`src/rtl/core/kse_pkg.sv`:
```
package kse_pkg;

   localparam int MAX_ITEMS  = 64;
   localparam int FIELD_BITS = 16;

   localparam int IDX_BITS       = $clog2(MAX_ITEMS);
   localparam int CNT_BITS       = $clog2(MAX_ITEMS + 1);
   localparam int GROUP_BITS     = 6;
   localparam int GROUP_MAP_BITS = 2 ** GROUP_BITS;
   localparam int SUM_BITS       = FIELD_BITS + IDX_BITS;
   localparam int LIMIT_BITS     = 22;
   localparam int TOTAL_BITS     = 22;
   localparam int ENTRY_BITS     = 3 * FIELD_BITS + GROUP_BITS;

   localparam int CSR_INDEX_BITS = 2;
   localparam int CSR_DATA_BITS  = 22;
   localparam int COUNT_REG_BITS = 7;

   localparam logic [CSR_INDEX_BITS-1:0] CSR_ITEM_COUNT   = 2'd0;
   localparam logic [CSR_INDEX_BITS-1:0] CSR_WEIGHT_LIMIT = 2'd1;
   localparam logic [CSR_INDEX_BITS-1:0] CSR_VOLUME_LIMIT = 2'd2;

   localparam logic OP_LOAD     = 1'b0;
   localparam logic OP_EVALUATE = 1'b1;

   typedef struct packed {
      logic [GROUP_BITS-1:0] group;
      logic [FIELD_BITS-1:0] value;
      logic [FIELD_BITS-1:0] volume;
      logic [FIELD_BITS-1:0] weight;
   } entry_type;

   typedef enum logic [2:0] {
      ST_IDLE   = 3'b001,
      ST_RUN    = 3'b010,
      ST_FINISH = 3'b100
   } state_type;

endpackage

```
`src/rtl/core/kse_req_if.sv`:
```
interface kse_req_if;
   logic                             valid;
   logic                             ready;
   logic                             operation;
   logic [kse_pkg::IDX_BITS-1:0]     item_index;
   logic [kse_pkg::FIELD_BITS-1:0]   item_weight;
   logic [kse_pkg::FIELD_BITS-1:0]   item_volume;
   logic [kse_pkg::FIELD_BITS-1:0]   item_value;
   logic [kse_pkg::GROUP_BITS-1:0]   item_group;
   logic [kse_pkg::MAX_ITEMS-1:0]    selection_mask;

   modport source (
      output valid, operation, item_index, item_weight, item_volume, item_value,
             item_group, selection_mask,
      input  ready
   );

   modport sink (
      input  valid, operation, item_index, item_weight, item_volume, item_value,
             item_group, selection_mask,
      output ready
   );
endinterface

```
`src/rtl/core/kse_rsp_if.sv`:
```
interface kse_rsp_if;
   logic                             valid;
   logic                             ready;
   logic                             feasible;
   logic [kse_pkg::TOTAL_BITS-1:0]   total_value;

   modport source (
      output valid, feasible, total_value,
      input  ready
   );

   modport sink (
      input  valid, feasible, total_value,
      output ready
   );
endinterface

```
`src/rtl/core/knapsack_selection_evaluator.sv`:
```
// Knapsack selection evaluator.
// Requests arrive on req_bus. A load request (operation 0) writes one item
// table entry and returns nothing; it is taken only when idle. An evaluate
// request (operation 1) walks table entries 0..n-1, n = min(item_count, 64),
// one entry per cycle through the table memory's single read port, summing
// weight, volume and value of selected entries and building maps of groups
// present and groups required. One response on rsp_bus follows: feasible and
// total_value (zero when infeasible).
// An evaluate runs from idle through the run state (skipped for n = 0) to the
// finish state, which writes the response before the next request is taken.
// The response sits in an output register. While it waits, loads and one more
// evaluate are taken; that evaluate holds its result until the register frees.
// The user writes configuration on the csr_ port while the block is idle;
// the block does not enforce this. Reset (synchronous) clears control state
// and sets item_count 1 and both limits 0; table contents stay undefined
// until loaded.
module knapsack_selection_evaluator (
   input  logic                                  clock,
   input  logic                                  reset,
   input  logic                                  csr_write_enable,
   input  logic [kse_pkg::CSR_INDEX_BITS-1:0]    csr_index,
   input  logic [kse_pkg::CSR_DATA_BITS-1:0]     csr_write_data,
   kse_req_if.sink                               req_bus,
   kse_rsp_if.source                             rsp_bus
);

   kse_pkg::state_type                    state_ff, state_in;
   logic [kse_pkg::COUNT_REG_BITS-1:0]    item_count_ff;
   logic [kse_pkg::LIMIT_BITS-1:0]        weight_limit_ff;
   logic [kse_pkg::LIMIT_BITS-1:0]        volume_limit_ff;

   logic [kse_pkg::CNT_BITS-1:0]          idx_ff, idx_in;
   logic [kse_pkg::CNT_BITS-1:0]          count_ff, count_in;
   logic [kse_pkg::MAX_ITEMS-1:0]         mask_ff, mask_in;
   logic                                  rd_vld_ff, rd_vld_in;
   logic                                  sel_ff, sel_in;

   logic [kse_pkg::SUM_BITS-1:0]          sum_weight_ff, sum_weight_in;
   logic [kse_pkg::SUM_BITS-1:0]          sum_volume_ff, sum_volume_in;
   logic [kse_pkg::SUM_BITS-1:0]          sum_value_ff, sum_value_in;
   logic [kse_pkg::GROUP_MAP_BITS-1:0]    present_ff, present_in;
   logic [kse_pkg::GROUP_MAP_BITS-1:0]    needed_ff, needed_in;

   logic                                  rsp_valid_ff, rsp_valid_in;
   logic                                  feasible_ff, feasible_in;
   logic [kse_pkg::TOTAL_BITS-1:0]        total_value_ff, total_value_in;

   logic                                  req_take;
   logic                                  load_take;
   logic                                  ram_rd_en;
   logic [kse_pkg::ENTRY_BITS-1:0]        ram_rd_data;
   kse_pkg::entry_type                    wr_entry;
   kse_pkg::entry_type                    rd_entry;
   logic [kse_pkg::CNT_BITS-1:0]          covered;
   logic [kse_pkg::GROUP_BITS-1:0]        group_below;
   logic                                  ok;

   assign req_bus.ready = (state_ff == kse_pkg::ST_IDLE);
   assign req_take      = req_bus.valid && req_bus.ready;
   assign load_take     = req_take && (req_bus.operation == kse_pkg::OP_LOAD) &&
                          ({1'b0, req_bus.item_index} < kse_pkg::CNT_BITS'(kse_pkg::MAX_ITEMS));

   assign wr_entry.weight = req_bus.item_weight;
   assign wr_entry.volume = req_bus.item_volume;
   assign wr_entry.value  = req_bus.item_value;
   assign wr_entry.group  = req_bus.item_group;
   assign rd_entry        = kse_pkg::entry_type'(ram_rd_data);

   assign ram_rd_en = (state_ff == kse_pkg::ST_RUN);

   kse_ram #(
      .WIDTH (kse_pkg::ENTRY_BITS),
      .DEPTH (kse_pkg::MAX_ITEMS)
   ) u_table (
      .clock   (clock),
      .wr_en   (load_take),
      .wr_addr (req_bus.item_index),
      .wr_data (wr_entry),
      .rd_en   (ram_rd_en),
      .rd_addr (idx_ff[kse_pkg::IDX_BITS-1:0]),
      .rd_data (ram_rd_data)
   );

   always_comb begin
      if (item_count_ff > kse_pkg::COUNT_REG_BITS'(kse_pkg::MAX_ITEMS)) begin
         covered = kse_pkg::CNT_BITS'(kse_pkg::MAX_ITEMS);
      end else begin
         covered = kse_pkg::CNT_BITS'(item_count_ff);
      end
   end

   assign group_below = rd_entry.group - kse_pkg::GROUP_BITS'(1);
   assign ok = ((needed_ff & ~present_ff) == '0) &&
               (sum_weight_ff <= kse_pkg::SUM_BITS'(weight_limit_ff)) &&
               (sum_volume_ff <= kse_pkg::SUM_BITS'(volume_limit_ff));

   always_comb begin
      state_in       = state_ff;
      idx_in         = idx_ff;
      count_in       = count_ff;
      mask_in        = mask_ff;
      rd_vld_in      = 1'b0;
      sel_in         = sel_ff;
      sum_weight_in  = sum_weight_ff;
      sum_volume_in  = sum_volume_ff;
      sum_value_in   = sum_value_ff;
      present_in     = present_ff;
      needed_in      = needed_ff;
      rsp_valid_in   = rsp_valid_ff && !rsp_bus.ready;
      feasible_in    = feasible_ff;
      total_value_in = total_value_ff;

      if (rd_vld_ff && sel_ff) begin
         sum_weight_in = sum_weight_ff + kse_pkg::SUM_BITS'(rd_entry.weight);
         sum_volume_in = sum_volume_ff + kse_pkg::SUM_BITS'(rd_entry.volume);
         sum_value_in  = sum_value_ff + kse_pkg::SUM_BITS'(rd_entry.value);
         present_in    = present_ff | (kse_pkg::GROUP_MAP_BITS'(1) << rd_entry.group);
         if (rd_entry.group != '0) begin
            needed_in = needed_ff | (kse_pkg::GROUP_MAP_BITS'(1) << group_below);
         end
      end

      unique case (state_ff)
         kse_pkg::ST_IDLE: begin
            if (req_take && (req_bus.operation == kse_pkg::OP_EVALUATE)) begin
               idx_in        = '0;
               count_in      = covered;
               mask_in       = req_bus.selection_mask;
               sum_weight_in = '0;
               sum_volume_in = '0;
               sum_value_in  = '0;
               present_in    = '0;
               needed_in     = '0;
               if (covered == '0) begin
                  state_in = kse_pkg::ST_FINISH;
               end else begin
                  state_in = kse_pkg::ST_RUN;
               end
            end
         end
         kse_pkg::ST_RUN: begin
            rd_vld_in = 1'b1;
            sel_in    = mask_ff[0];
            mask_in   = mask_ff >> 1;
            idx_in    = idx_ff + kse_pkg::CNT_BITS'(1);
            if (idx_in == count_ff) begin
               state_in = kse_pkg::ST_FINISH;
            end
         end
         kse_pkg::ST_FINISH: begin
            if (!rd_vld_ff && (!rsp_valid_ff || rsp_bus.ready)) begin
               rsp_valid_in   = 1'b1;
               feasible_in    = ok;
               total_value_in = ok ? kse_pkg::TOTAL_BITS'(sum_value_ff) : '0;
               state_in       = kse_pkg::ST_IDLE;
            end
         end
         default: begin
            state_in = kse_pkg::ST_IDLE;
         end
      endcase
   end

   always_ff @(posedge clock) begin
      if (reset) begin
         state_ff        <= kse_pkg::ST_IDLE;
         rd_vld_ff       <= 1'b0;
         rsp_valid_ff    <= 1'b0;
         item_count_ff   <= kse_pkg::COUNT_REG_BITS'(1);
         weight_limit_ff <= '0;
         volume_limit_ff <= '0;
      end else begin
         state_ff     <= state_in;
         rd_vld_ff    <= rd_vld_in;
         rsp_valid_ff <= rsp_valid_in;
         if (csr_write_enable) begin
            unique case (csr_index)
               kse_pkg::CSR_ITEM_COUNT: begin
                  item_count_ff <= csr_write_data[kse_pkg::COUNT_REG_BITS-1:0];
               end
               kse_pkg::CSR_WEIGHT_LIMIT: begin
                  weight_limit_ff <= csr_write_data[kse_pkg::LIMIT_BITS-1:0];
               end
               kse_pkg::CSR_VOLUME_LIMIT: begin
                  volume_limit_ff <= csr_write_data[kse_pkg::LIMIT_BITS-1:0];
               end
               default: begin
               end
            endcase
         end
      end
   end

   always_ff @(posedge clock) begin
      idx_ff         <= idx_in;
      count_ff       <= count_in;
      mask_ff        <= mask_in;
      sel_ff         <= sel_in;
      sum_weight_ff  <= sum_weight_in;
      sum_volume_ff  <= sum_volume_in;
      sum_value_ff   <= sum_value_in;
      present_ff     <= present_in;
      needed_ff      <= needed_in;
      feasible_ff    <= feasible_in;
      total_value_ff <= total_value_in;
   end

   assign rsp_bus.valid       = rsp_valid_ff;
   assign rsp_bus.feasible    = feasible_ff;
   assign rsp_bus.total_value = total_value_ff;

endmodule

```
`src/rtl/core/kse_ram.sv`:
```
module kse_ram #(
   parameter int WIDTH = 8,
   parameter int DEPTH = 16
) (
   input  logic                     clock,
   input  logic                     wr_en,
   input  logic [$clog2(DEPTH)-1:0] wr_addr,
   input  logic [WIDTH-1:0]         wr_data,
   input  logic                     rd_en,
   input  logic [$clog2(DEPTH)-1:0] rd_addr,
   output logic [WIDTH-1:0]         rd_data
);

   logic [WIDTH-1:0] mem_ff [DEPTH];
   logic [WIDTH-1:0] rd_data_ff;

   always_ff @(posedge clock) begin
      if (wr_en) begin
         mem_ff[wr_addr] <= wr_data;
      end
      if (rd_en) begin
         rd_data_ff <= mem_ff[rd_addr];
      end
   end

   assign rd_data = rd_data_ff;

endmodule
```
`src/flat_wrapper.sv`:
```
// flat-port wrapper written by rule: the top's interface ports become plain ports
module knapsack_selection_evaluator_flat 
  (clock, reset, csr_write_enable, csr_index, csr_write_data, req_bus_valid, req_bus_operation, req_bus_item_index, req_bus_item_weight, req_bus_item_volume, req_bus_item_value, req_bus_item_group, req_bus_selection_mask, req_bus_ready, rsp_bus_valid, rsp_bus_feasible, rsp_bus_total_value, rsp_bus_ready);
  kse_req_if req_bus_i ();
  kse_rsp_if rsp_bus_i ();
  input  logic clock;
  input  logic reset;
  input  logic csr_write_enable;
  input  logic [kse_pkg::CSR_INDEX_BITS-1:0] csr_index;
  input  logic [kse_pkg::CSR_DATA_BITS-1:0] csr_write_data;
  input wire logic [$bits(req_bus_i.valid)-1:0] req_bus_valid;
  input wire logic [$bits(req_bus_i.operation)-1:0] req_bus_operation;
  input wire logic [$bits(req_bus_i.item_index)-1:0] req_bus_item_index;
  input wire logic [$bits(req_bus_i.item_weight)-1:0] req_bus_item_weight;
  input wire logic [$bits(req_bus_i.item_volume)-1:0] req_bus_item_volume;
  input wire logic [$bits(req_bus_i.item_value)-1:0] req_bus_item_value;
  input wire logic [$bits(req_bus_i.item_group)-1:0] req_bus_item_group;
  input wire logic [$bits(req_bus_i.selection_mask)-1:0] req_bus_selection_mask;
  output wire logic [$bits(req_bus_i.ready)-1:0] req_bus_ready;
  output wire logic [$bits(rsp_bus_i.valid)-1:0] rsp_bus_valid;
  output wire logic [$bits(rsp_bus_i.feasible)-1:0] rsp_bus_feasible;
  output wire logic [$bits(rsp_bus_i.total_value)-1:0] rsp_bus_total_value;
  input wire logic [$bits(rsp_bus_i.ready)-1:0] rsp_bus_ready;
  assign req_bus_i.valid = req_bus_valid;
  assign req_bus_i.operation = req_bus_operation;
  assign req_bus_i.item_index = req_bus_item_index;
  assign req_bus_i.item_weight = req_bus_item_weight;
  assign req_bus_i.item_volume = req_bus_item_volume;
  assign req_bus_i.item_value = req_bus_item_value;
  assign req_bus_i.item_group = req_bus_item_group;
  assign req_bus_i.selection_mask = req_bus_selection_mask;
  assign req_bus_ready = req_bus_i.ready;
  assign rsp_bus_valid = rsp_bus_i.valid;
  assign rsp_bus_feasible = rsp_bus_i.feasible;
  assign rsp_bus_total_value = rsp_bus_i.total_value;
  assign rsp_bus_i.ready = rsp_bus_ready;
  knapsack_selection_evaluator u_core (.clock(clock), .reset(reset), .csr_write_enable(csr_write_enable), .csr_index(csr_index), .csr_write_data(csr_write_data), .req_bus(req_bus_i), .rsp_bus(rsp_bus_i));
endmodule
```
`config.mk`:
```
export PLATFORM = sky130hd
export DESIGN_NAME = knapsack_selection_evaluator_flat
export DESIGN_NICKNAME = d
export VERILOG_FILES = /design/src/rtl/core/kse_pkg.sv /design/src/rtl/core/kse_req_if.sv /design/src/rtl/core/kse_rsp_if.sv /design/src/rtl/core/knapsack_selection_evaluator.sv /design/src/rtl/core/kse_ram.sv /design/src/flat_wrapper.sv
export SDC_FILE = /design/constraint.sdc
export NUM_CORES = 2
export LEC_CHECK = 0
export BUFFER_PORTS_ARGS = -buffer_cell sky130_fd_sc_hd__clkbuf_2
export CORE_MARGIN = 1
export CORE_UTILIZATION = 24
export CTS_CLUSTER_DIAMETER = 30
export DETAILED_ROUTE_END_ITERATION = 10
export SLEW_MARGIN = 20
export SYNTH_ARGS = -nofsm -noshare
export SYNTH_HDL_FRONTEND = slang
export SYNTH_SLANG_ARGS = --single-unit
```
`constraint.sdc`:
```
create_clock -name clock -period 5.27 [get_ports clock]
set_input_delay 0.527 -clock clock [delete_from_list [all_inputs] [get_ports clock]]
set_output_delay 0.527 -clock clock [all_outputs]
set_load 0.02 [all_outputs]
```
==> results.cfg <==
[power_and_ir_drop]
seqPwrFrac_pct = 39.9
p_sw_mw = 20.7
p_comb_share_pct = 10.2
clockPowerShare_pct = 49.9
swShare_pct = 24.1
p_per_area_mw_per_mm2 = 461
irDropWorstVdd_mv = 0.314
p_leak_nw = 59.0
finalPower_mw = 85.9
p_int_mw = 65.2

[drt]
first_pass_iters = 11
via_per_inst = 4.64
vias = 77200
avgRoutedWirePerCell_um = 25.8
first_iter_violations = 10300
ant_nets = 0
postRouteWirelength_um = 430000
drc = 60

[layout]
multi_input_area_mm2 = 0.0343
nets = 8024
fin_cells = 16600
seqCellArea_mm2 = 0.113
nFillCells = 59200
mostFrequentLayoutCell = edfxtp_1
area_growth_pct = 24.8
drive_above_1_share_pct = 32.5
layout_common_cells = edfxtp_1 (3612), mux4_2 (1134), clkbuf_16 (668), nand2_1 (362), dfxtp_1 (250)

[sta]
slew_viol_final = 0
fin_crit_ns = 4.49
tns_ns = 0
maxSlewHeadroom_pct = 18.5
grt_setup_unrepaired = false
worst_pin_slew_ns = 1.22
setup_viol_count_final = 0
hold_violations = 0
period_share_pct = 85.2
fmax_mhz = 223
hold_slack_ns = 0.0318
skew_ns = 0.0721

[placement]
dp.cells = 15300
place.gp.congestion = 0.774
hpwl_um = 231000
numPortBuffers = 178

[floorplan]
coreArea_mm2 = 0.619
fp.dieW_um = 791
start_util_pct = 24.1
fp-row-count = 289
die_h_um = 791
io_pins = 179
die_area_mm2 = 0.625

[worst_setup_path]
cpMostUsedCell = nand2_1
path_buf_inv = 1
cp_top_family = simple AND/OR/NAND/NOR gates
cp_slowest_cell = nor2_4
reg2reg_to = u_core.u_table.mem_ff[26][53]
r2r_slack_ns = 0.78
startpoint_type = flip-flop
cp_data_arrival_time_ns = 5.15
cp_slowest_stage_delay_ns = 1.06
required_ns = 5.93
rr_startpoint = u_core.state_ff[0]
path_class = reg2reg
rr_worst_depth = 6
end_kind = flip-flop
crit_path_max_fanout = 22
path_cells = nor3b_1 -> nand2_1 -> nor3_1 -> nand2_1 -> nor2_4 -> buf_12

[synth]
syn_avg_cell_area_um2 = 21.4
synth-simple-area-share_pct = 2.59
ys_warn_count = 0
synth_nets = 7209
ys_types = 55
synth-seq-cells = 3862
async_flop_share_pct = 0
yosys_most_used_dff = edfxtp_1
synth_top_family_by_area = multiplexers
synth_compound_area_share_pct = 1.72
syn_inst = 6957
synth_fa_ha_area_share_pct = 0.837
synth-xor-area-share_pct = 0.258
syn_area_mm2 = 0.149
yosysSeqAreaShare_pct = 76.0
synthMuxAreaShare_pct = 17.2
synth_edf_count = 3612

[grt]
grt_pass1_vias = 76600
grt_max_degree = 149
grt_pass1_wl_um = 599000
antenna_found_initial = 63
grt-ovfl-total = 0
grt_usage_pct = 13.3

[clock_tree]
cts_buffers = 658
clock_latency_ns = 1.05
cts_tree = yes
cts.path.max_buffers = 4
htree_levels = 6
cts_root_buf = clkbuf_16
clkSinkCount = 3862
clkTransAtPathRegs_ns = 0.05

[flow_run]
maxCapViolations = 0

[min_path]
hold_class = in2reg
min_path_cells = 1
holdPathEnd = u_core.u_table.mem_ff[7][50]
hold_start = req_bus_item_group[2]

[outcome]
failed_checks = design-rule violations
status = finished, violations left
flip-flops by register name, indices dropped and copies added, names as in the netlist:
register	count
u_core.u_table.mem_ff	3456
u_core.present_ff	64
u_core.weight_limit_ff	22
u_core.item_count_ff	7
u_core.rsp_bus.total_value	22
u_core.rd_vld_ff	1
u_core.volume_limit_ff	22
u_core.sel_ff	1
u_core.u_table.rd_data	54
u_core.rsp_bus.feasible	1
u_core.rsp_bus.valid	1
u_core.sum_weight_ff	22
u_core.mask_ff	64
u_core.sum_volume_ff	22
u_core.count_ff	7
u_core.needed_ff	64
u_core.idx_ff	7
u_core.state_ff	3
u_core.sum_value_ff	22
layer usage:
layer | wire (µm) | track usage (%) | vias up
met5 | 152 | 0 | -
met4 | 8920 | 3.09 | 22
met3 | 40000 | 2.92 | 649
met2 | 201000 | 21.0 | 3877
met1 | 180000 | 18.7 | 41900
li1 | - | - | 30800
power groups by stage:
stage / Sequential, mW / Combinational [mW] / Clock [mW]
floorplan: 34.7 / 5.88 / 0
global placement: 34.8 / 8.81 / 0
detailed placement: 34.8 / 8.84 / 0
CTS: 34.2 / 8.92 / 43.3
global route: 34.2 / 9.31 / 44.7
finish: 34.2 / 8.77 / 42.8
through the flow:
step | setup WS, ns | utilization (%) | cell area [µm²]
6_report | 0.778 | 30.1 | 186000
3_5_place_dp | 0.832 | 26.2 | 162000
2_1_floorplan | 0.585 | - | 149000
5_1_grt | 0.665 | 30.1 | 186000
3_3_place_gp | 0.643 | 26.2 | 162000
4_1_cts | 0.791 | 30.0 | 186000
synth_stat cells (17+ instances only):
master,count,area (µm²)
a21o_1,30,225
clkbuf_1,212,796
and2_1,27,169
ha_1,95,1190
dfxtp_1,250,5000
nand2_1,365,1370
buf_4,21,158
nand3_1,36,180
a21oi_1,230,1150
mux4_2,1134,25500
nor3_1,37,185
nor2b_1,29,181
inv_1,137,514
buf_2,61,305
a31oi_1,23,144
xor2_1,21,184
buf_1,48,180
and3_1,17,106
nor2_1,282,1060
edfxtp_1,3612,108000
a211oi_1,21,158
o21ai_0,54,270
xnor2_1,23,201
o22ai_1,20,125
logic make-up (layout without fill, tap and decap cells):
| kind of cell | after synthesis | after routing |
|---|---|---|
| flops | 3862 | 3862 |
| compound gates | 439 | 439 |
| fa+ha+maj | 98 | 98 |
| other cells | 0 | 16 |
| xor+xnor | 44 | 44 |
| mux | 1148 | 1148 |
| simple gates | 882 | 882 |
| buf+inv | 484 | 1859 |
how the worst max path moves through the flow:
stage | start | endpoint | slack, ns | cells after the start
after global routing | u_core.state_ff[0] | u_core.u_table.mem_ff[26][0] | 0.67 | 6
after floorplan | u_core.state_ff[0] | u_core.u_table.mem_ff[63][0] | 0.58 | 5
final | u_core.state_ff[0] | u_core.u_table.mem_ff[26][53] | 0.78 | 6
after global placement | u_core.state_ff[0] | u_core.u_table.mem_ff[58][39] | 0.64 | 6
after detailed placement | u_core.state_ff[0] | u_core.u_table.mem_ff[26][51] | 0.83 | 6
after CTS | u_core.state_ff[0] | u_core.u_table.mem_ff[26][0] | 0.79 | 6
layout make-up:
cell class,instances,area share (%)
Sequential cell,3862,60.9
Multi-Input combinational cell,2611,18.4
Clock buffer,739,9.15
Tap cell,8293,5.57
Clock inverter,481,3.03
Timing Repair Buffer,502,2.59
Inverter,137,0.282
Antenna cell,16,0.0215
what timing repair did:
action                                 4_1_cts  5_1_grt
setup buffers                                0        0
hold buffers                                87        3
resized for setup                            0        0
endpoints found under the hold margin      116       39
(Power assumes the default switching activity.)
